--- src/rtl/nala_pkg.sv ---
// ============================================================================
// nala_pkg
// Shared types, codes and helpers of the neighbour average level agent.
// ============================================================================
package nala_pkg;

    // Field widths fixed by the interface.
    localparam int KIND_W  = 2;
    localparam int PORT_W  = 2;
    localparam int BYTE_W  = 8;
    localparam int LEVEL_W = 4;
    localparam int SERVO_W = 7;

    // Framing.
    localparam int FRAME_LEN   = 4;
    localparam int MAX_RESULTS = 12;
    localparam int MAX_GROUPS  = MAX_RESULTS / FRAME_LEN;

    localparam logic [BYTE_W-1:0] BYTE_SYNC = 8'hFF;
    localparam logic [BYTE_W-1:0] BYTE_ECHO = 8'hFE;
    localparam logic [BYTE_W-1:0] BYTE_TAIL = 8'hAA;

    // Servo scaling: level * 100 / 8, saturated at 100.
    localparam int SERVO_SCALE = 100;
    localparam int SERVO_SHIFT = 3;
    localparam int SERVO_MAX   = 100;
    localparam int SERVO_PROD_W = LEVEL_W + 7;

    typedef enum logic [KIND_W-1:0] {
        KIND_RX     = 2'd0,
        KIND_BUTTON = 2'd1,
        KIND_BEACON = 2'd2
    } t_kind;

    // Byte position inside a 4-byte frame.
    typedef enum logic [1:0] {
        FPOS_HEAD = 2'd0,
        FPOS_ID   = 2'd1,
        FPOS_VAL  = 2'd2,
        FPOS_TAIL = 2'd3
    } t_fpos;

    // Command from the frame logic to the level tracker.
    typedef struct packed {
        logic              button;
        logic              report;
        logic [BYTE_W-1:0] id;
        logic [BYTE_W-1:0] val;
    } t_lvl_cmd;

    function automatic logic [SERVO_W-1:0] servo_of(input logic [LEVEL_W-1:0] lvl);
        logic [SERVO_PROD_W-1:0] prod;
        logic [SERVO_PROD_W-SERVO_SHIFT-1:0] q;
        prod = SERVO_PROD_W'(lvl) * SERVO_PROD_W'(SERVO_SCALE);
        q    = prod[SERVO_PROD_W-1:SERVO_SHIFT];
        if (q > (SERVO_PROD_W-SERVO_SHIFT)'(SERVO_MAX)) begin
            return SERVO_W'(SERVO_MAX);
        end
        return q[SERVO_W-1:0];
    endfunction

endpackage

--- src/rtl/nala_level.sv ---
// ============================================================================
// nala_level
// Own level tracker: neighbour slots, own slot and the step toward the mean.
// ============================================================================
module nala_level
    import nala_pkg::*;
#(
    parameter int PORTS     = 3,
    parameter int LED_COUNT = 8
) (
    input  logic               i_clk,
    input  logic               i_rst_n,
    input  t_lvl_cmd           i_cmd,
    output logic [LEVEL_W-1:0] o_level_next
);

    localparam int PIDX_W = (PORTS > 1) ? $clog2(PORTS) : 1;
    localparam int CNT_W  = $clog2(PORTS + 2);
    localparam int SUM_W  = BYTE_W + $clog2(PORTS + 1);
    localparam int TGT_W  = LEVEL_W + CNT_W;
    localparam int CMP_W  = ((SUM_W > TGT_W) ? SUM_W : TGT_W) + 1;

    logic                r_nbr_vld [PORTS];
    logic [BYTE_W-1:0]   r_nbr_val [PORTS];
    logic [BYTE_W-1:0]   r_own;
    logic [LEVEL_W-1:0]  r_level;

    logic                n_nbr_vld [PORTS];
    logic [BYTE_W-1:0]   n_nbr_val [PORTS];
    logic [BYTE_W-1:0]   n_own;
    logic [LEVEL_W-1:0]  n_level;

    logic [SUM_W-1:0]    sum;
    logic [CNT_W-1:0]    cnt;
    logic [TGT_W-1:0]    target;
    logic                go_up;
    logic                go_down;
    logic [LEVEL_W-1:0]  lvl_up;
    logic [LEVEL_W-1:0]  lvl_down;

    always_comb begin
        for (int i = 0; i < PORTS; i++) begin
            n_nbr_vld[i] = r_nbr_vld[i];
            n_nbr_val[i] = r_nbr_val[i];
        end
        n_own = r_own;
        if (i_cmd.report) begin
            if (i_cmd.id < BYTE_W'(PORTS)) begin
                n_nbr_vld[PIDX_W'(i_cmd.id)] = 1'b1;
                n_nbr_val[PIDX_W'(i_cmd.id)] = i_cmd.val;
            end else if (i_cmd.id == BYTE_W'(PORTS)) begin
                n_own = i_cmd.val;
            end
        end

        // A neighbour slot counts only once it holds a positive report; the own slot always counts.
        sum = SUM_W'(n_own);
        cnt = CNT_W'(1);
        for (int i = 0; i < PORTS; i++) begin
            if (n_nbr_vld[i] && (n_nbr_val[i] != '0)) begin
                sum = sum + SUM_W'(n_nbr_val[i]);
                cnt = cnt + CNT_W'(1);
            end
        end
        target = TGT_W'(r_level) * TGT_W'(cnt);

        go_up   = i_cmd.button || (i_cmd.report && (CMP_W'(sum) > CMP_W'(target)));
        go_down = i_cmd.report && (CMP_W'(sum) < CMP_W'(target));

        lvl_up   = (r_level == LEVEL_W'(LED_COUNT)) ? '0 : r_level + LEVEL_W'(1);
        lvl_down = (r_level == '0) ? '0 : r_level - LEVEL_W'(1);

        n_level = r_level;
        if (go_up) begin
            n_level = lvl_up;
            n_own   = lvl_up;
        end else if (go_down) begin
            n_level = lvl_down;
            n_own   = lvl_down;
        end
    end

    always_ff @(posedge i_clk) begin
        if (!i_rst_n) begin
            for (int i = 0; i < PORTS; i++) begin
                r_nbr_vld[i] <= 1'b0;
            end
            r_own   <= '0;
            r_level <= '0;
        end else begin
            for (int i = 0; i < PORTS; i++) begin
                r_nbr_vld[i] <= n_nbr_vld[i];
            end
            r_own   <= n_own;
            r_level <= n_level;
        end
    end

    always_ff @(posedge i_clk) begin
        for (int i = 0; i < PORTS; i++) begin
            r_nbr_val[i] <= n_nbr_val[i];
        end
    end

    assign o_level_next = n_level;

endmodule

--- src/rtl/neighbour_average_level_agent.sv ---
// ============================================================================
// neighbour_average_level_agent
// Frame collector, level follower and transmit byte sequencer.
// ============================================================================
// An accepted beat lands in an input register and is handed to the result
// sequencer, whose run register takes it when the sequencer is free or gives
// up its last beat in that cycle. The first result beat is presented straight
// from the run register. The single result port gives one beat per cycle
// while the receiver takes them, so an item yields as many beats as it has
// results: four for a completed frame (the echo on port 0), four per port for
// a beacon (at most three ports, twelve beats), and one for every other item
// (a status beat with has_byte low). While a run is being sent, one further
// input beat waits in the input register and the input channel stalls until
// the run's last beat is taken; with one-beat items and a receiver that never
// stalls, a new input beat is taken in every cycle.
module neighbour_average_level_agent
    import nala_pkg::*;
#(
    parameter int PORTS     = 3,
    parameter int LED_COUNT = 8
) (
    input  logic               i_clk,
    input  logic               i_rst_n,
    // Configuration: own agent number.
    input  logic               i_cfg_we,
    input  logic [BYTE_W-1:0]  i_cfg_wdata,
    // Input channel.
    input  logic               i_valid,
    output logic               o_ready,
    input  logic [KIND_W-1:0]  i_kind,
    input  logic [PORT_W-1:0]  i_rx_port,
    input  logic [BYTE_W-1:0]  i_rx_byte,
    // Result channel.
    output logic               o_valid,
    input  logic               i_ready,
    output logic               o_has_byte,
    output logic [PORT_W-1:0]  o_tx_port,
    output logic [BYTE_W-1:0]  o_tx_byte,
    output logic [LEVEL_W-1:0] o_led_level,
    output logic [SERVO_W-1:0] o_servo_position,
    output logic               o_last_of_run
);

    localparam int PIDX_W     = (PORTS > 1) ? $clog2(PORTS) : 1;
    localparam int BCN_GROUPS = (PORTS < MAX_GROUPS) ? PORTS : MAX_GROUPS;

    // Configuration register.
    logic [BYTE_W-1:0]  r_agent;

    // Input register.
    logic               r_in_valid;
    logic [KIND_W-1:0]  r_kind;
    logic [PORT_W-1:0]  r_rx_port;
    logic [BYTE_W-1:0]  r_rx_byte;

    // Per-port frame assembly. Only the head flag and the id and value bytes
    // are kept; the tail byte is the one that completes the frame.
    logic [1:0]         r_fpos  [PORTS];
    logic               r_fhead [PORTS];
    logic [BYTE_W-1:0]  r_fid   [PORTS];
    logic [BYTE_W-1:0]  r_fval  [PORTS];

    // Result run descriptor.
    logic               r_run_valid;
    logic               r_run_has;
    logic               r_run_beacon;
    logic [BYTE_W-1:0]  r_run_head;
    logic [BYTE_W-1:0]  r_run_b1;
    logic [BYTE_W-1:0]  r_run_b2;
    logic [PORT_W-1:0]  r_run_last_grp;
    logic [PORT_W-1:0]  r_run_grp;
    logic [1:0]         r_run_idx;
    logic [LEVEL_W-1:0] r_run_level;
    logic [SERVO_W-1:0] r_run_servo;

    logic               run_load;
    logic               out_done;
    logic [PIDX_W-1:0]  pidx;
    logic               rx_ok;
    logic               is_sync;
    logic [1:0]         pos;
    logic               complete;
    logic               is_beacon;
    logic               is_button;
    t_lvl_cmd           lvl_cmd;
    logic [LEVEL_W-1:0] level_next;

    // ------------------------------------------------------------------------
    // Handshakes. The input register is free when empty or when its item is
    // handed to the sequencer in this cycle.
    // ------------------------------------------------------------------------
    assign out_done = o_valid && i_ready && o_last_of_run;
    assign run_load = r_in_valid && (!r_run_valid || out_done);
    assign o_ready  = !r_in_valid || run_load;

    always_ff @(posedge i_clk) begin
        if (!i_rst_n) begin
            r_agent    <= '0;
            r_in_valid <= 1'b0;
        end else begin
            if (i_cfg_we) begin
                r_agent <= i_cfg_wdata;
            end
            if (o_ready) begin
                r_in_valid <= i_valid;
            end
        end
    end

    always_ff @(posedge i_clk) begin
        if (o_ready && i_valid) begin
            r_kind    <= i_kind;
            r_rx_port <= i_rx_port;
            r_rx_byte <= i_rx_byte;
        end
    end

    // ------------------------------------------------------------------------
    // Decode of the registered item. A byte on a port beyond the last one is
    // dropped; an unknown kind only yields a status beat.
    // ------------------------------------------------------------------------
    always_comb begin
        is_beacon = 1'b0;
        is_button = 1'b0;
        rx_ok     = 1'b0;
        unique case (t_kind'(r_kind))
            KIND_RX:     rx_ok     = ({2'b00, r_rx_port} < 4'(PORTS));
            KIND_BUTTON: is_button = 1'b1;
            KIND_BEACON: is_beacon = 1'b1;
            default:     ;
        endcase
    end

    assign pidx     = PIDX_W'(r_rx_port);
    assign pos      = rx_ok ? r_fpos[pidx] : 2'd0;
    assign is_sync  = (r_rx_byte == BYTE_SYNC);
    assign complete = rx_ok && !is_sync && (t_fpos'(pos) == FPOS_TAIL);

    // A sync byte always restarts the frame with its head already in place.
    always_ff @(posedge i_clk) begin
        if (!i_rst_n) begin
            for (int i = 0; i < PORTS; i++) begin
                r_fpos[i] <= 2'd0;
            end
        end else if (run_load && rx_ok) begin
            if (is_sync) begin
                r_fpos[pidx] <= 2'd1;
            end else begin
                r_fpos[pidx] <= pos + 2'd1;
            end
        end
    end

    always_ff @(posedge i_clk) begin
        if (run_load && rx_ok) begin
            if (is_sync) begin
                r_fhead[pidx] <= 1'b1;
            end else begin
                unique case (t_fpos'(pos))
                    FPOS_HEAD: r_fhead[pidx] <= 1'b0;
                    FPOS_ID:   r_fid[pidx]   <= r_rx_byte;
                    FPOS_VAL:  r_fval[pidx]  <= r_rx_byte;
                    FPOS_TAIL: ;
                    default:   ;
                endcase
            end
        end
    end

    // ------------------------------------------------------------------------
    // Level tracking. Only a complete frame that opens with a sync byte is a
    // neighbour report; any complete frame is echoed.
    // ------------------------------------------------------------------------
    always_comb begin
        lvl_cmd.button = run_load && is_button;
        lvl_cmd.report = run_load && complete && r_fhead[pidx];
        lvl_cmd.id     = r_fid[pidx];
        lvl_cmd.val    = r_fval[pidx];
    end

    nala_level #(
        .PORTS     (PORTS),
        .LED_COUNT (LED_COUNT)
    ) u_level (
        .i_clk        (i_clk),
        .i_rst_n      (i_rst_n),
        .i_cmd        (lvl_cmd),
        .o_level_next (level_next)
    );

    // ------------------------------------------------------------------------
    // Result sequencer. A run is one status beat, or groups of four bytes:
    // head, first data byte, second data byte, tail. A beacon sends one group
    // per port, for at most three ports; the echo sends one group on port 0.
    // ------------------------------------------------------------------------
    always_ff @(posedge i_clk) begin
        if (!i_rst_n) begin
            r_run_valid <= 1'b0;
        end else if (run_load) begin
            r_run_valid <= 1'b1;
        end else if (out_done) begin
            r_run_valid <= 1'b0;
        end
    end

    always_ff @(posedge i_clk) begin
        if (run_load) begin
            r_run_has    <= complete || is_beacon;
            r_run_beacon <= is_beacon;
            r_run_grp    <= '0;
            r_run_idx    <= '0;
            r_run_level  <= level_next;
            r_run_servo  <= servo_of(level_next);
            if (is_beacon) begin
                r_run_head     <= BYTE_SYNC;
                r_run_b1       <= r_agent;
                r_run_b2       <= BYTE_W'(level_next);
                r_run_last_grp <= PORT_W'(BCN_GROUPS - 1);
            end else begin
                r_run_head     <= BYTE_ECHO;
                r_run_b1       <= r_fid[pidx];
                r_run_b2       <= r_fval[pidx];
                r_run_last_grp <= '0;
            end
        end else if (o_valid && i_ready) begin
            r_run_idx <= r_run_idx + 2'd1;
            if (t_fpos'(r_run_idx) == FPOS_TAIL) begin
                r_run_grp <= r_run_grp + PORT_W'(1);
            end
        end
    end

    always_comb begin
        o_tx_byte = '0;
        if (r_run_has) begin
            case (t_fpos'(r_run_idx))
                FPOS_HEAD: o_tx_byte = r_run_head;
                FPOS_ID:   o_tx_byte = r_run_b1;
                FPOS_VAL:  o_tx_byte = r_run_b2;
                FPOS_TAIL: o_tx_byte = BYTE_TAIL;
                default:   o_tx_byte = '0;
            endcase
        end
    end

    assign o_valid          = r_run_valid;
    assign o_has_byte       = r_run_has;
    assign o_tx_port        = (r_run_has && r_run_beacon) ? r_run_grp : '0;
    assign o_led_level      = r_run_level;
    assign o_servo_position = r_run_servo;
    assign o_last_of_run    = !r_run_has
                              || ((t_fpos'(r_run_idx) == FPOS_TAIL)
                                  && (r_run_grp == r_run_last_grp));

endmodule

--- config.mk ---
export PLATFORM = sky130hd
export DESIGN_NAME = neighbour_average_level_agent
export DESIGN_NICKNAME = d
export VERILOG_FILES = /design/src/rtl/nala_pkg.sv /design/src/rtl/nala_level.sv /design/src/rtl/neighbour_average_level_agent.sv
export SDC_FILE = /design/constraint.sdc
export NUM_CORES = 1
export LEC_CHECK = 0
export BUFFER_PORTS_ARGS = -buffer_cell sky130_fd_sc_hd__buf_2
export CAP_MARGIN = 40
export CORE_UTILIZATION = 40
export DETAILED_ROUTE_END_ITERATION = 16
export PLACE_DENSITY_LB_ADDON = 0.25
export SLEW_MARGIN = 20
export SYNTH_ARGS = -nofsm -noshare
export SYNTH_HDL_FRONTEND = slang
export SYNTH_SLANG_ARGS = --single-unit
--- constraint.sdc ---
create_clock -name i_clk -period 12.1 [get_ports i_clk]
set_input_delay 3.63 -clock i_clk [delete_from_list [all_inputs] [get_ports i_clk]]
set_output_delay 3.63 -clock i_clk [all_outputs]
set_load 0.01 [all_outputs]
==> flow_summary_export.csv <==
group,metric,value,unit
setup_path,slowest_stage,"or4_4",
synth,ys_top_cells_by_area,"edfxtp_1, dfxtp_1, ha_1",
job,max_cap_viol_count,0,
synth,ys.flop_type,"edfxtp_1",
synth,synth_top_cell_by_area,"edfxtp_1",
pwr,comb_power_share,0.102,
pwr,p_total,1.21,mW
clock_tree,tritoncts,"yes",
placement,dp_hpwl,16600,um
timing,final-hold-violation-count,0,
setup_path,required,12280,ps
clock_tree,clock-root-buffer,"clkbuf_16",
detailed_routing,routed_wl,22600,um
layout,area_delta_synth_final,24.6,%
synth,ys_seq_area_frac,0.459,
timing,period_minus_slack,11810,ps
grt,grtUsageTotal,0.204,
clock_tree,insertion_delay,430,ps
setup_path,cp.arrival,11980,ps
timing,fmax,0.0847,GHz
synth,syn_area,8930,sq um
setup_path,worstSetupStartpoint,"i_ready",
setup_path,cp-start-kind,"input pin",
timing,rsz0062_at_grt,"true",
hold_path,min_path_cells,2,
layout,n_fill_cell,2013,
synth,synth_top_family_by_area,"simple AND/OR/NAND/NOR gates",
detailed_routing,drt_iter0_markers,464,
synth,synth-xor-area-share,0.0284,
detailed_routing,ant_nets,0,
clock_tree,max-clock-path-buffers,2,
floorplanning,die_w,151,um
layout,final_cells,1293,
outcome,status,"finished clean",
setup_path,max_stage_delay,570,ps
layout,multi_input_area,4920,sq um
setup_path,crit_path_end_kind,"flop",
placement,pre_cts_slack,-495,ps
detailed_routing,wl_per_cell,17.5,um
layout,fin_area,11100,sq um
hold_path,hold_class,"flop to flop",
pwr,p_leak,4.65,nW
timing,clock_skew,8.60,ps
clock_tree,cts_htree_levels,4,
pwr,p_sw_frac,0.259,
synth,syn_area_per_cell,10.4,sq um
clock_tree,path_clk_slew,60,ps
detailed_routing,first_pass_iters,5,
detailed_routing,viasPerCell,5.39,
synth,ys.warnings.count,0,
placement,numPlacedInstances,1246,
grt,grt-ovfl-total,0,
timing,setup_viol,0,
pwr,p_sw,314,uW
setup_path,rrSetupSlack,1810,ps
setup_path,crit_path_max_fanout,4,
synth,yosysMostFrequentCell,"edfxtp_1",
setup_path,path_common_cell,"ha_1",
synth,synth-adder-area-share,0.0983,
setup_path,critPathTopFamily,"simple AND/OR/NAND/NOR gates",
setup_path,r2r_cells,49,
synth,yosys-mux-area-fraction,0.0748,
layout,layout-drive-gt1-share,0.292,
placement,io_buffers,49,
floorplanning,initial_core_util,0.408,
clock_tree,cts_num_sinks,155,
grt,grt_pass1_vias,6545,
floorplanning,die-area,22900,sq um
setup_path,r2r-end,"o_servo_position[3]",
synth,yosysTopAreaCellShare,0.336,
floorplanning,io_pins,50,
floorplanning,row_count,54,
layout,seq_area,4100,sq um
floorplanning,coreArea,21900,sq um
clock_tree,cts_buffers,17,
layout,fin_nets,1091,
detailed_routing,drc_errors,0,
floorplanning,die_h,151,um
synth,synth.distinct_cells,81,
grt,grt_max_degree,26,
synth,synth.top_cells.by_count,"edfxtp_1, nand2_1, nor2_1",
synth,synthArstFlopShare,0,
grt,grt_antenna_before_repair,0,
synth,synthSimpleGateAreaFrac,0.157,
layout,num_antenna_cells,0,
timing,drv_slew,0,
synth,synth-edff-count,100,
timing,worst_slack,292,ps
pwr,p_int,897,uW
placement,gp_congestion,0.888,
setup_path,crit_buf_inv,7,
setup_path,path_class,"input pin to flop",
hold_path,hold-path-endpoint,"u_level.r_nbr_vld[0][1]",
detailed_routing,via_count,6967,
grt,grt_pass1_wl,35000,um
timing,slew-limit-headroom,0.325,
timing,tightestPinTransition,984,ps
pwr,pwr-share-seq,0.490,
hold_path,holdCritStartpoint,"u_level.r_nbr_vld[0][1]",
synth,synth_compound_area_frac,0.147,
synth,syn_inst,857,
timing,fin_crit_sh,0.976,
synth,synth-seq-cells,155,
pwr,peakVddDrop,82.3,uV
placement,placed_cell_area,10100,sq um
pwr,clkPwrFrac,0.408,
pwr,p_per_area,109,nW/um^2
==> worst min-delay path, stage by stage, from the launching register on <==
cell and delay [ps]:
dfxtp_1 310, inv_1 40, a21oi_1 50
==> worst max-delay path by stage <==
stage                                endpoint  slack (ps)  depth (start not counted)
final                     o_servo_position[3]         290                         49
after global routing      o_servo_position[0]        -110                         49
after CTS                 o_servo_position[2]          60                         44
after detailed placement  o_servo_position[2]        -500                         44
after global placement    o_servo_position[2]        -270                         44
after floorplan           o_servo_position[2]          10                         44
==> placed cells by master (no fill, tap or decap), drive strengths merged, types with 6 or more instances in the layout <==
cell,netlist,layout
nand3,15,15
xor2,11,11
a21oi,46,46
a21o,15,15
nor2b,15,15
a211oi,8,8
mux2i,37,37
o211ai,6,6
ha,59,59
nand2,81,81
buf,11,153
inv,42,48
a2111oi,7,7
o21ai,58,58
a31oi,10,10
xnor2,18,18
dfxtp,55,55
nand4,11,11
o21a,8,8
and2,13,13
and3,7,7
nor3,16,16
mux2,23,23
edfxtp,100,100
fa,7,7
clkbuf,19,19
nand2b,8,8
nor2,80,80
or4,9,9
==> kinds of logic after synthesis <==
logic type | Yosys count
and+or+nand+nor | 280
muxes | 61
other | 1
adders and majority gates | 66
AOI/OAI and AO/OA | 193
xor gates and xnor gates | 29
DFF | 155
buffers and inverters | 72
==> power by group through the flow <==
stage          logic, mW  clock network, mW  registers [mW]
3_3_place_gp       0.113                  0           0.604
4_1_cts            0.116              0.501           0.593
5_1_grt            0.135              0.521           0.595
3_5_place_dp       0.115                  0           0.604
2_1_floorplan     0.0759                  0           0.597
6_report           0.123              0.495           0.593
==> timing repair <==
action,in CTS,in global routing
setup endpoints to repair,3,7
buffers inserted,0,13
pin swaps,0,46
resized for setup,2,72
hold buffers,0,0
==> sequential cells by signal, summed over array words and instances (netlist names), 2 cells and up, named ones only <==
signal	flops
o_led_level	4
o_servo_position	7
pidx	2
r_agent	8
r_fhead	3
r_fid	24
r_fpos	8
r_fval	24
r_kind	2
r_run_b1	8
r_run_b2	8
r_run_grp	2
r_run_idx	2
r_rx_byte	8
u_level.r_level	4
u_level.r_nbr_val	24
u_level.r_nbr_vld	3
u_level.r_own	8
==> per-layer routing <==
metal / track usage / up-vias / share of wire
met3: 0.0310 / 24 / 0.039
met4: 0.0620 / 0 / 0.017
li1: - / 3421 / -
met2: 0.328 / 159 / 0.47
met1: 0.282 / 3363 / 0.48
met5: 0 / - / 0
==> layout make-up <==
cell class              instances  area share
repair buffers                153      0.0942
clock inverters                13     0.00967
flip-flops and latches        155       0.369
clock buffers                  19      0.0389
multi-input cells             631       0.443
inverters                      42      0.0142
well taps                     280      0.0315
==> through the flow <==
stage	util	setup TNS (ps)	hold slack, ps
5_1_grt	0.508	-516	473
6_report	0.508	0	447
3_5_place_dp	0.462	-2610	437
2_1_floorplan	-	0	422
3_3_place_gp	0.461	-1220	433
4_1_cts	0.487	0	447
No activity file was read; power rests on OpenSTA's default activity.
